<file path="src/rtl/core/assert_macros.svh">
// Assertion macros shared by the RTL of the address cache.
// Depends on nothing; included by files that carry concurrent checks.
`ifndef ASSERT_MACROS_SVH
`define ASSERT_MACROS_SVH
`ifndef ASSERT_OFF
// Checks that an expression holds at every clock edge outside reset.
`define ASSERT_ALWAYS(lbl, clk, rst_n, expr) \
    lbl: assert property (@(posedge clk) disable iff (!rst_n) (expr)) \
        else $error("assertion failed");
// Checks that the consequent holds in the cycle after the antecedent.
`define ASSERT_NEXT(lbl, clk, rst_n, ante, cons) \
    lbl: assert property (@(posedge clk) disable iff (!rst_n) (ante) |=> (cons)) \
        else $error("assertion failed");
`else
`define ASSERT_ALWAYS(lbl, clk, rst_n, expr)
`define ASSERT_NEXT(lbl, clk, rst_n, ante, cons)
`endif
`endif

</file>
<file path="src/rtl/core/arc_pkg.sv">
// Types and constants of the address resolution cache.
// Depends on nothing; imported by the cache top level.
package arc_pkg;

    localparam int CMD_W    = 2;
    localparam int IP_W     = 32;
    localparam int MAC_W    = 48;
    localparam int SEC_W    = 32;
    localparam int AGE_W    = 16;
    localparam int STATUS_W = 2;

    localparam logic [AGE_W-1:0] AGE_LIMIT_RESET = 16'd300;

    typedef enum logic [CMD_W-1:0] {
        CMD_ADD     = 2'd0,
        CMD_LOOKUP  = 2'd1,
        CMD_CLEANUP = 2'd2,
        CMD_TICK    = 2'd3
    } t_cmd;

    typedef enum logic [STATUS_W-1:0] {
        STATUS_NONE     = 2'd0,
        STATUS_UPDATED  = 2'd1,
        STATUS_INSERTED = 2'd2,
        STATUS_FULL     = 2'd3
    } t_status;

    // One table entry as it is kept in the entry RAM.
    typedef struct packed {
        logic [IP_W-1:0]  ip;
        logic [MAC_W-1:0] mac;
        logic [SEC_W-1:0] stamp;
        logic             pinned;
    } t_entry;

    localparam int ENTRY_W = $bits(t_entry);

endpackage

</file>
<file path="src/rtl/core/arc_ram.sv">
// Generic single-write, single-read synchronous RAM with registered read data.
// Depends on nothing; used for the entry store of the address cache.
module arc_ram #(
    parameter int WIDTH = 8,
    parameter int DEPTH = 16
) (
    input  logic                     i_clk,
    input  logic                     i_wr_en,
    input  logic [$clog2(DEPTH)-1:0] i_wr_addr,
    input  logic [WIDTH-1:0]         i_wr_data,
    input  logic                     i_rd_en,
    input  logic [$clog2(DEPTH)-1:0] i_rd_addr,
    output logic [WIDTH-1:0]         o_rd_data
);

    logic [WIDTH-1:0] r_mem [DEPTH];
    logic [WIDTH-1:0] r_rd_data;

    always_ff @(posedge i_clk) begin
        if (i_wr_en) begin
            r_mem[i_wr_addr] <= i_wr_data;
        end
        if (i_rd_en) begin
            r_rd_data <= r_mem[i_rd_addr];
        end
    end

    assign o_rd_data = r_rd_data;

endmodule

</file>
<file path="src/rtl/core/address_resolution_cache_with_aging.sv">
// Top level of the address resolution cache with entry aging.
// Depends on arc_pkg, arc_ram and assert_macros.svh.
//
//   Channel   Direction  Handshake                     Payload
//   request   in         i_in_valid / o_in_ready       cmd, ip, mac, static mark
//   result    out        o_out_valid / i_out_ready     found, mac, add status
//   config    in         i_cfg_we (no wait)            age limit in seconds
//
// Add, lookup and cleanup requests sweep every table slot through the one read
// port of the entry RAM, one slot per cycle, then pass through the wait state
// and the final state before the block is ready again. A tick request goes
// straight to the final state. A stalled result holds the block in its final
// state until the output register frees. Reset is synchronous and clears the
// valid bits, the seconds counter and the age limit (to 300); there is no
// clearing pass, since a slot without its valid bit is never used.
`include "assert_macros.svh"

module address_resolution_cache_with_aging #(
    parameter int TABLE_ENTRIES = 16
) (
    input  logic                           i_clk,
    input  logic                           i_rst_n,
    // Request channel.
    input  logic                           i_in_valid,
    output logic                           o_in_ready,
    input  logic [arc_pkg::CMD_W-1:0]      i_cmd,
    input  logic [arc_pkg::IP_W-1:0]       i_ip_address,
    input  logic [arc_pkg::MAC_W-1:0]      i_mac_address,
    input  logic                           i_static_entry,
    // Result channel.
    output logic                           o_out_valid,
    input  logic                           i_out_ready,
    output logic                           o_found,
    output logic [arc_pkg::MAC_W-1:0]      o_mac_result,
    output logic [arc_pkg::STATUS_W-1:0]   o_add_status,
    // Configuration port.
    input  logic                           i_cfg_we,
    input  logic [arc_pkg::AGE_W-1:0]      i_cfg_wdata
);

    import arc_pkg::*;

    localparam int IDX_W = $clog2(TABLE_ENTRIES);
    localparam logic [IDX_W-1:0] LAST_IDX = IDX_W'(TABLE_ENTRIES - 1);

    typedef enum logic [1:0] {
        ST_IDLE,
        ST_SCAN,
        ST_WAIT,
        ST_DONE
    } t_state;

    t_state                r_state;
    t_cmd                  r_cmd;
    logic [IP_W-1:0]       r_ip;
    logic [MAC_W-1:0]      r_mac;
    logic                  r_static;

    // Sweep address and the slot whose data the RAM returns this cycle.
    logic [IDX_W-1:0]      r_rd_addr;
    logic                  r_rd_vld;
    logic [IDX_W-1:0]      r_rd_idx;

    logic [TABLE_ENTRIES-1:0] r_valid;
    logic [SEC_W-1:0]      r_seconds;
    logic [AGE_W-1:0]      r_age_limit;

    // What the sweep has found so far.
    logic                  r_match;
    logic [IDX_W-1:0]      r_match_idx;
    logic [MAC_W-1:0]      r_match_mac;
    logic                  r_free_ok;
    logic [IDX_W-1:0]      r_free_idx;

    logic                  r_out_valid;
    logic                  r_found;
    logic [MAC_W-1:0]      r_mac_result;
    t_status               r_add_status;

    logic                  accept;
    logic                  out_free;
    logic                  ram_rd_en;
    logic [ENTRY_W-1:0]    ram_rd_data;
    logic                  ram_wr_en;
    logic [IDX_W-1:0]      ram_wr_addr;
    t_entry                wr_entry;
    t_entry                rd_entry;
    logic [SEC_W-1:0]      ent_age;
    logic                  ent_fresh;
    logic                  ent_valid;
    logic                  ent_match;
    logic                  ent_hit;
    logic                  ent_expire;
    t_status               add_status;

    assign o_in_ready = (r_state == ST_IDLE);
    assign accept     = i_in_valid && o_in_ready;
    assign out_free   = !r_out_valid || i_out_ready;

    // Entry store. Only an add writes it, and only in the final state after the
    // sweep, so a read and a write of one slot never overlap and no forwarding
    // is needed.
    assign ram_rd_en   = (r_state == ST_SCAN);
    assign ram_wr_en   = (r_state == ST_DONE) && out_free && (r_cmd == CMD_ADD)
                         && (r_match || r_free_ok);
    assign ram_wr_addr = r_match ? r_match_idx : r_free_idx;

    always_comb begin
        wr_entry.ip     = r_ip;
        wr_entry.mac    = r_mac;
        wr_entry.stamp  = r_seconds;
        wr_entry.pinned = r_static;
    end

    arc_ram #(
        .WIDTH (ENTRY_W),
        .DEPTH (TABLE_ENTRIES)
    ) u_entry_ram (
        .i_clk     (i_clk),
        .i_wr_en   (ram_wr_en),
        .i_wr_addr (ram_wr_addr),
        .i_wr_data (wr_entry),
        .i_rd_en   (ram_rd_en),
        .i_rd_addr (r_rd_addr),
        .o_rd_data (ram_rd_data)
    );

    // Evaluate the slot returned by the RAM. The age wraps modulo 2^32, and a
    // static entry never expires.
    assign rd_entry   = t_entry'(ram_rd_data);
    assign ent_age    = r_seconds - rd_entry.stamp;
    assign ent_fresh  = rd_entry.pinned || (ent_age < SEC_W'(r_age_limit));
    assign ent_valid  = r_valid[r_rd_idx];
    assign ent_match  = ent_valid && (rd_entry.ip == r_ip);
    // An add also matches an entry that has expired but is not yet cleaned up.
    assign ent_hit    = ent_match && ((r_cmd != CMD_LOOKUP) || ent_fresh);
    assign ent_expire = (r_cmd == CMD_CLEANUP) && ent_valid && !ent_fresh;

    always_comb begin
        if (r_match) begin
            add_status = STATUS_UPDATED;
        end else if (r_free_ok) begin
            add_status = STATUS_INSERTED;
        end else begin
            add_status = STATUS_FULL;
        end
    end

    always_ff @(posedge i_clk) begin
        if (!i_rst_n) begin
            r_state     <= ST_IDLE;
            r_rd_vld    <= 1'b0;
            r_valid     <= '0;
            r_seconds   <= '0;
            r_age_limit <= AGE_LIMIT_RESET;
            r_out_valid <= 1'b0;
        end else begin
            if (i_cfg_we) begin
                r_age_limit <= i_cfg_wdata;
            end

            r_rd_vld <= ram_rd_en;
            r_rd_idx <= r_rd_addr;

            if (r_rd_vld) begin
                if (ent_hit && !r_match) begin
                    r_match     <= 1'b1;
                    r_match_idx <= r_rd_idx;
                    r_match_mac <= rd_entry.mac;
                end
                // Slots arrive in ascending order, so the first free one is the lowest.
                if (!ent_valid && !r_free_ok) begin
                    r_free_ok  <= 1'b1;
                    r_free_idx <= r_rd_idx;
                end
                if (ent_expire) begin
                    r_valid[r_rd_idx] <= 1'b0;
                end
            end

            // The output register empties when its result is taken and is
            // refilled in the same cycle by a request that finishes.
            if (out_free) begin
                r_out_valid <= (r_state == ST_DONE);
            end

            case (r_state)
                ST_IDLE: begin
                    if (accept) begin
                        r_cmd     <= t_cmd'(i_cmd);
                        r_ip      <= i_ip_address;
                        r_mac     <= i_mac_address;
                        r_static  <= i_static_entry;
                        r_match   <= 1'b0;
                        r_free_ok <= 1'b0;
                        r_rd_addr <= '0;
                        r_state   <= (t_cmd'(i_cmd) == CMD_TICK) ? ST_DONE : ST_SCAN;
                    end
                end
                ST_SCAN: begin
                    if (r_rd_addr == LAST_IDX) begin
                        r_state <= ST_WAIT;
                    end else begin
                        r_rd_addr <= r_rd_addr + 1'b1;
                    end
                end
                ST_WAIT: begin
                    // The last slot is evaluated in this cycle.
                    r_state <= ST_DONE;
                end
                ST_DONE: begin
                    if (out_free) begin
                        r_found      <= (r_cmd == CMD_LOOKUP) && r_match;
                        r_mac_result <= ((r_cmd == CMD_LOOKUP) && r_match) ? r_match_mac
                                                                           : '0;
                        r_add_status <= (r_cmd == CMD_ADD) ? add_status : STATUS_NONE;
                        if (ram_wr_en) begin
                            r_valid[ram_wr_addr] <= 1'b1;
                        end
                        if (r_cmd == CMD_TICK) begin
                            r_seconds <= r_seconds + 1'b1;
                        end
                        r_state <= ST_IDLE;
                    end
                end
                default: begin
                    r_state <= ST_IDLE;
                end
            endcase
        end
    end

    assign o_out_valid  = r_out_valid;
    assign o_found      = r_found;
    assign o_mac_result = r_mac_result;
    assign o_add_status = r_add_status;

    // No RAM data is in flight while a new request can be taken.
    `ASSERT_ALWAYS(a_no_read_at_ready, i_clk, i_rst_n, !(o_in_ready && r_rd_vld))
    // A full report is only given when every slot holds a valid entry.
    `ASSERT_ALWAYS(a_full_means_all_valid, i_clk, i_rst_n,
        !((r_state == ST_DONE) && (r_cmd == CMD_ADD) && !r_match && !r_free_ok) || (&r_valid))
    // Finishing a request always leaves a result in the output register.
    `ASSERT_NEXT(a_done_gives_result, i_clk, i_rst_n,
        (r_state == ST_DONE) && out_free, o_out_valid && (r_state == ST_IDLE))
    // A result never reports both a lookup hit and an add status.
    `ASSERT_ALWAYS(a_result_kind, i_clk, i_rst_n,
        !(o_out_valid && o_found && (o_add_status != STATUS_NONE)))

endmodule

</file>
<file path="config.mk">
export PLATFORM = sky130hd
export DESIGN_NAME = address_resolution_cache_with_aging
export DESIGN_NICKNAME = d
export VERILOG_FILES = /design/src/rtl/core/arc_pkg.sv /design/src/rtl/core/arc_ram.sv /design/src/rtl/core/address_resolution_cache_with_aging.sv
export VERILOG_INCLUDE_DIRS = /design/src /design/src/rtl/core
export SDC_FILE = /design/constraint.sdc
export NUM_CORES = 2
export LEC_CHECK = 0
export BUFFER_PORTS_ARGS = -buffer_cell sky130_fd_sc_hd__buf_2
export CORE_MARGIN = 2
export CORE_UTILIZATION = 65
export DETAILED_ROUTE_END_ITERATION = 6
export PLACE_DENSITY = 0.82
export SLEW_MARGIN = 25
export SYNTH_ARGS = -nofsm -noshare
export SYNTH_HDL_FRONTEND = slang
export SYNTH_HIERARCHICAL = 1
export SYNTH_SLANG_ARGS = --single-unit
</file>
<file path="constraint.sdc">
create_clock -name i_clk -period 22.8 [get_ports i_clk]
set_clock_uncertainty 0.15 [all_clocks]
set_input_delay 2.28 -clock i_clk [delete_from_list [all_inputs] [get_ports i_clk]]
set_output_delay 2.28 -clock i_clk [all_outputs]
set_load 0.02 [all_outputs]
</file>
==> results.cfg <==
[global_routing]
grt_usage = 0.3360
grt_pass1_vias = 44490
grt_pass1_wl_mm = 312.8
grt_overflow_total = 0
antenna_found_initial = 6
grt_max_degree = 153

[timing]
relSlewSlack = 0.2010
grt_setup_unrepaired = no
min_period_ns = 7.017
fin_tns_setup_ns = 0
finalSetupViolCount = 0
setup_slack_ns = 15.78
period_share = 0.3078
slew_viol_final = 0
max_freq_mhz = 142.5
hold_violations = 0
holdWs_ns = 0.2769
tightest_slew_ns = 1.199

[synth]
yosysWarnings = 6
syn_nets = 4080
synthArstFlopShare = 0
synthesis.area_mm2 = 0.08330
ys_ff_latch = 2189
ys_types = 73
syn-instance-count = 3923
ys_seq_area_frac = 0.7809
avgSynthCellArea_um2 = 21.23
synth_flop_cell = edfxtp_1
synth-edff-count = 2121

[cts]
postCtsHoldBufs = 0
clock_latency_ns = 0.87
post_cts_buffers = 0
cts_num_sinks = 2189
clkTransAtPathRegs_ns = 0.07
cts_buffers = 200
cts_tree = yes
cts.path.max_buffers = 3
htreeDepth = 4
ctsResizeCount = 0
root_buffer = clkbuf_16

[final_layout]
layout.nets = 4327
diodes = 0
final_design_area_no_fill_mm2 = 0.09284
layout-drive-gt1-share = 0.2369
nFillCells = 6473
syn_to_final_growth_pct = 11.45

[setup_path]
end_kind = register
critPathMaxFanout = 52
path_cells = inv_1, ha_1, fa_1, nand2b_1, a21oi_1, o21ai_2, o21a_1, o21ai_0, xor2_1, ha_1, a21o_1, a21oi_1, o22ai_1, or3_1, a211o_1, or4_1, nor4b_2, nand4_2, a21oi_1, and3_2, buf_4
slowest_stage = dfxtp_1
rr_worst_depth = 21
cpPeakStageDelay_ns = 0.71
cp-start-kind = register
crit_path_frequent_cell = a21oi_1
required_ns = 23.12
r2r_end = r_match_mac[41]
critPathArrivalTime_ns = 7.34
rrSetupSlack_ns = 15.78
crit_type = reg -> reg
r2r_start = r_seconds[0]

[min_path]
min_path_cells = 0
hp-class = reg -> reg
min_from = u_entry_ram/o_rd_data[55]
hold_end = r_match_mac[22]

[floorplan]
die_area_mm2 = 0.1310
chipWidth_um = 362.0
core.rowCount = 131
die_y_um = 362.0
start_util = 0.6541
io_pins = 157
core_area_mm2 = 0.1274

[power_and_ir_drop]
leakagePower_uw = 0.03133
p_per_area_mw_per_mm2 = 106.3
pwr-share-clk = 0.353
power.share.combinational = 0.160
power_frac_seq = 0.487
max-vdd-ir-drop_mv = 0.09312
power_switching_uw = 2662
cellInternalPower_uw = 7202
swShare = 0.2699
power_uw = 9864

[place]
place_hpwl_mm = 97.29
port_buffers = 156
place_ws_ns = 15.86
place_area_mm2 = 0.08600
place_congestion = 0.8237

[job]
max-cap-violations = 0

[routing]
drt_first_pass_iters = 7
first_iter_violations = 6813
wl_per_cell_um = 36.19
route.vias.total = 43670
routed_via_density = 7.272
routed_wl_mm = 217.3
drc_errors = 2
ant_nets = 0

[run_status]
outcome = finished, violations left
violations = DRC
-- power by group through the flow --
stage	clock (uW)	sequential (uW)	combinational, uW
floorplan	0	4820	1110
global placement	0	4860	1470
detailed placement	0	4880	1490
CTS	3500	4810	1560
global route	3630	4820	1650
finish	3480	4810	1580
-- critical path, delay by kind of cell, from the launching register on --
family,cells,cell delay (ns)
DFF,1,0.71
buffers and inverters,2,0.77
xor gates and xnor gates,1,0.10
adders and majority gates,3,0.86
AOI/OAI and AO/OA,9,1.90
and+or+nand+nor,6,2.00
-- per-stage QoR --
stage               utilization  cells
floorplan                     -   3923
global placement         0.6751   5625
detailed placement       0.6753   5626
CTS                      0.7280   6001
global route             0.7290   6005
finish                   0.7290   6005
-- placed cells by master, fill, tap and decap left out, drive strengths merged, types with 6 or more instances in the layout --
cell / n
edfxtp: 2121
nor4: 13
a21oi: 54
a41oi: 8
mux4: 457
o21a: 16
nor3: 22
nor2: 99
nand2: 175
dfxtp: 68
clkinvlp: 8
nand2b: 14
inv: 81
and4: 10
and2: 57
nor2b: 6
o21ai: 36
or3: 8
o211ai: 7
mux2i: 25
nand3: 14
buf: 228
xnor2: 18
a21o: 13
a211oi: 6
xor2: 60
nand4: 19
clkbuf: 242
bufinv: 25
ha: 52
and3: 17
clkinv: 94
a22oi: 226
-- Yosys cell counts, types with 38 or more instances --
cell      instances  area share
ha_1             52      0.0078
dfxtp_1          68       0.016
nor2_1           99      0.0045
buf_2            38      0.0023
inv_1            74      0.0033
xor2_1           60      0.0063
a21oi_1          50      0.0030
and2_1           57      0.0043
a22oi_1         226       0.020
mux4_2          457        0.12
clkbuf_1         91      0.0041
nand2_1         175      0.0079
edfxtp_1       2121        0.76
-- metal layers --
layer | global-route usage | up-vias | part of all wire
met5 | 0 | - | 0.00023
met3 | 0.07233 | 729 | 0.11
met1 | 0.4435 | 22570 | 0.35
met2 | 0.5460 | 3643 | 0.50
met4 | 0.1543 | 8 | 0.051
li1 | - | 16720 | -
-- flip-flops by register name, summed over array words and instances (netlist names), 4 cells and up --
| register | cells |
|---|---|
| r_rd_idx | 4 |
| r_mac | 48 |
| r_match_idx | 4 |
| r_match_mac | 48 |
| r_ip | 32 |
| r_seconds | 32 |
| r_age_limit | 16 |
| u_entry_ram/r_mem | 1808 |
| u_entry_ram/o_rd_data | 113 |
| r_rd_addr | 4 |
| r_valid | 16 |
| r_free_idx | 4 |
| o_mac_result | 48 |
-- worst max path at each step --
stage | startpoint | to
after detailed placement | r_seconds[0] | r_match_mac[23]
final | r_seconds[0] | r_match_mac[41]
after global placement | r_seconds[0] | r_match_mac[24]
after global routing | r_seconds[0] | r_match_mac[46]
after CTS | r_seconds[0] | r_match_mac[18]
after floorplan | i_out_ready | u_entry_ram/r_mem[0][0]
-- final cells by class --
class | count | area (um^2) | share of cell area
sequential | 2189 | 65050 | 0.7007
multi-input combinational | 1476 | 17190 | 0.1852
clock buffer | 242 | 5214 | 0.05616
tap | 1662 | 2079 | 0.02240
timing repair buffer | 228 | 1525 | 0.01643
clock inverter | 133 | 1495 | 0.01611
inverter | 75 | 281.5 | 0.003032
-- cell families (layout without fill, tap and decap cells) --
logic type	after synthesis	in the layout	share of synthesized area
buffers and inverters	258	678	0.01481
adders and majority gates	53	53	0.008051
DFF	2189	2189	0.7809
and+or+nand+nor	465	465	0.02689
AOI/OAI and AO/OA	398	398	0.03458
xor gates and xnor gates	78	78	0.008201
muxes	482	482	0.1266
No activity file was read; power rests on OpenSTA's default activity.
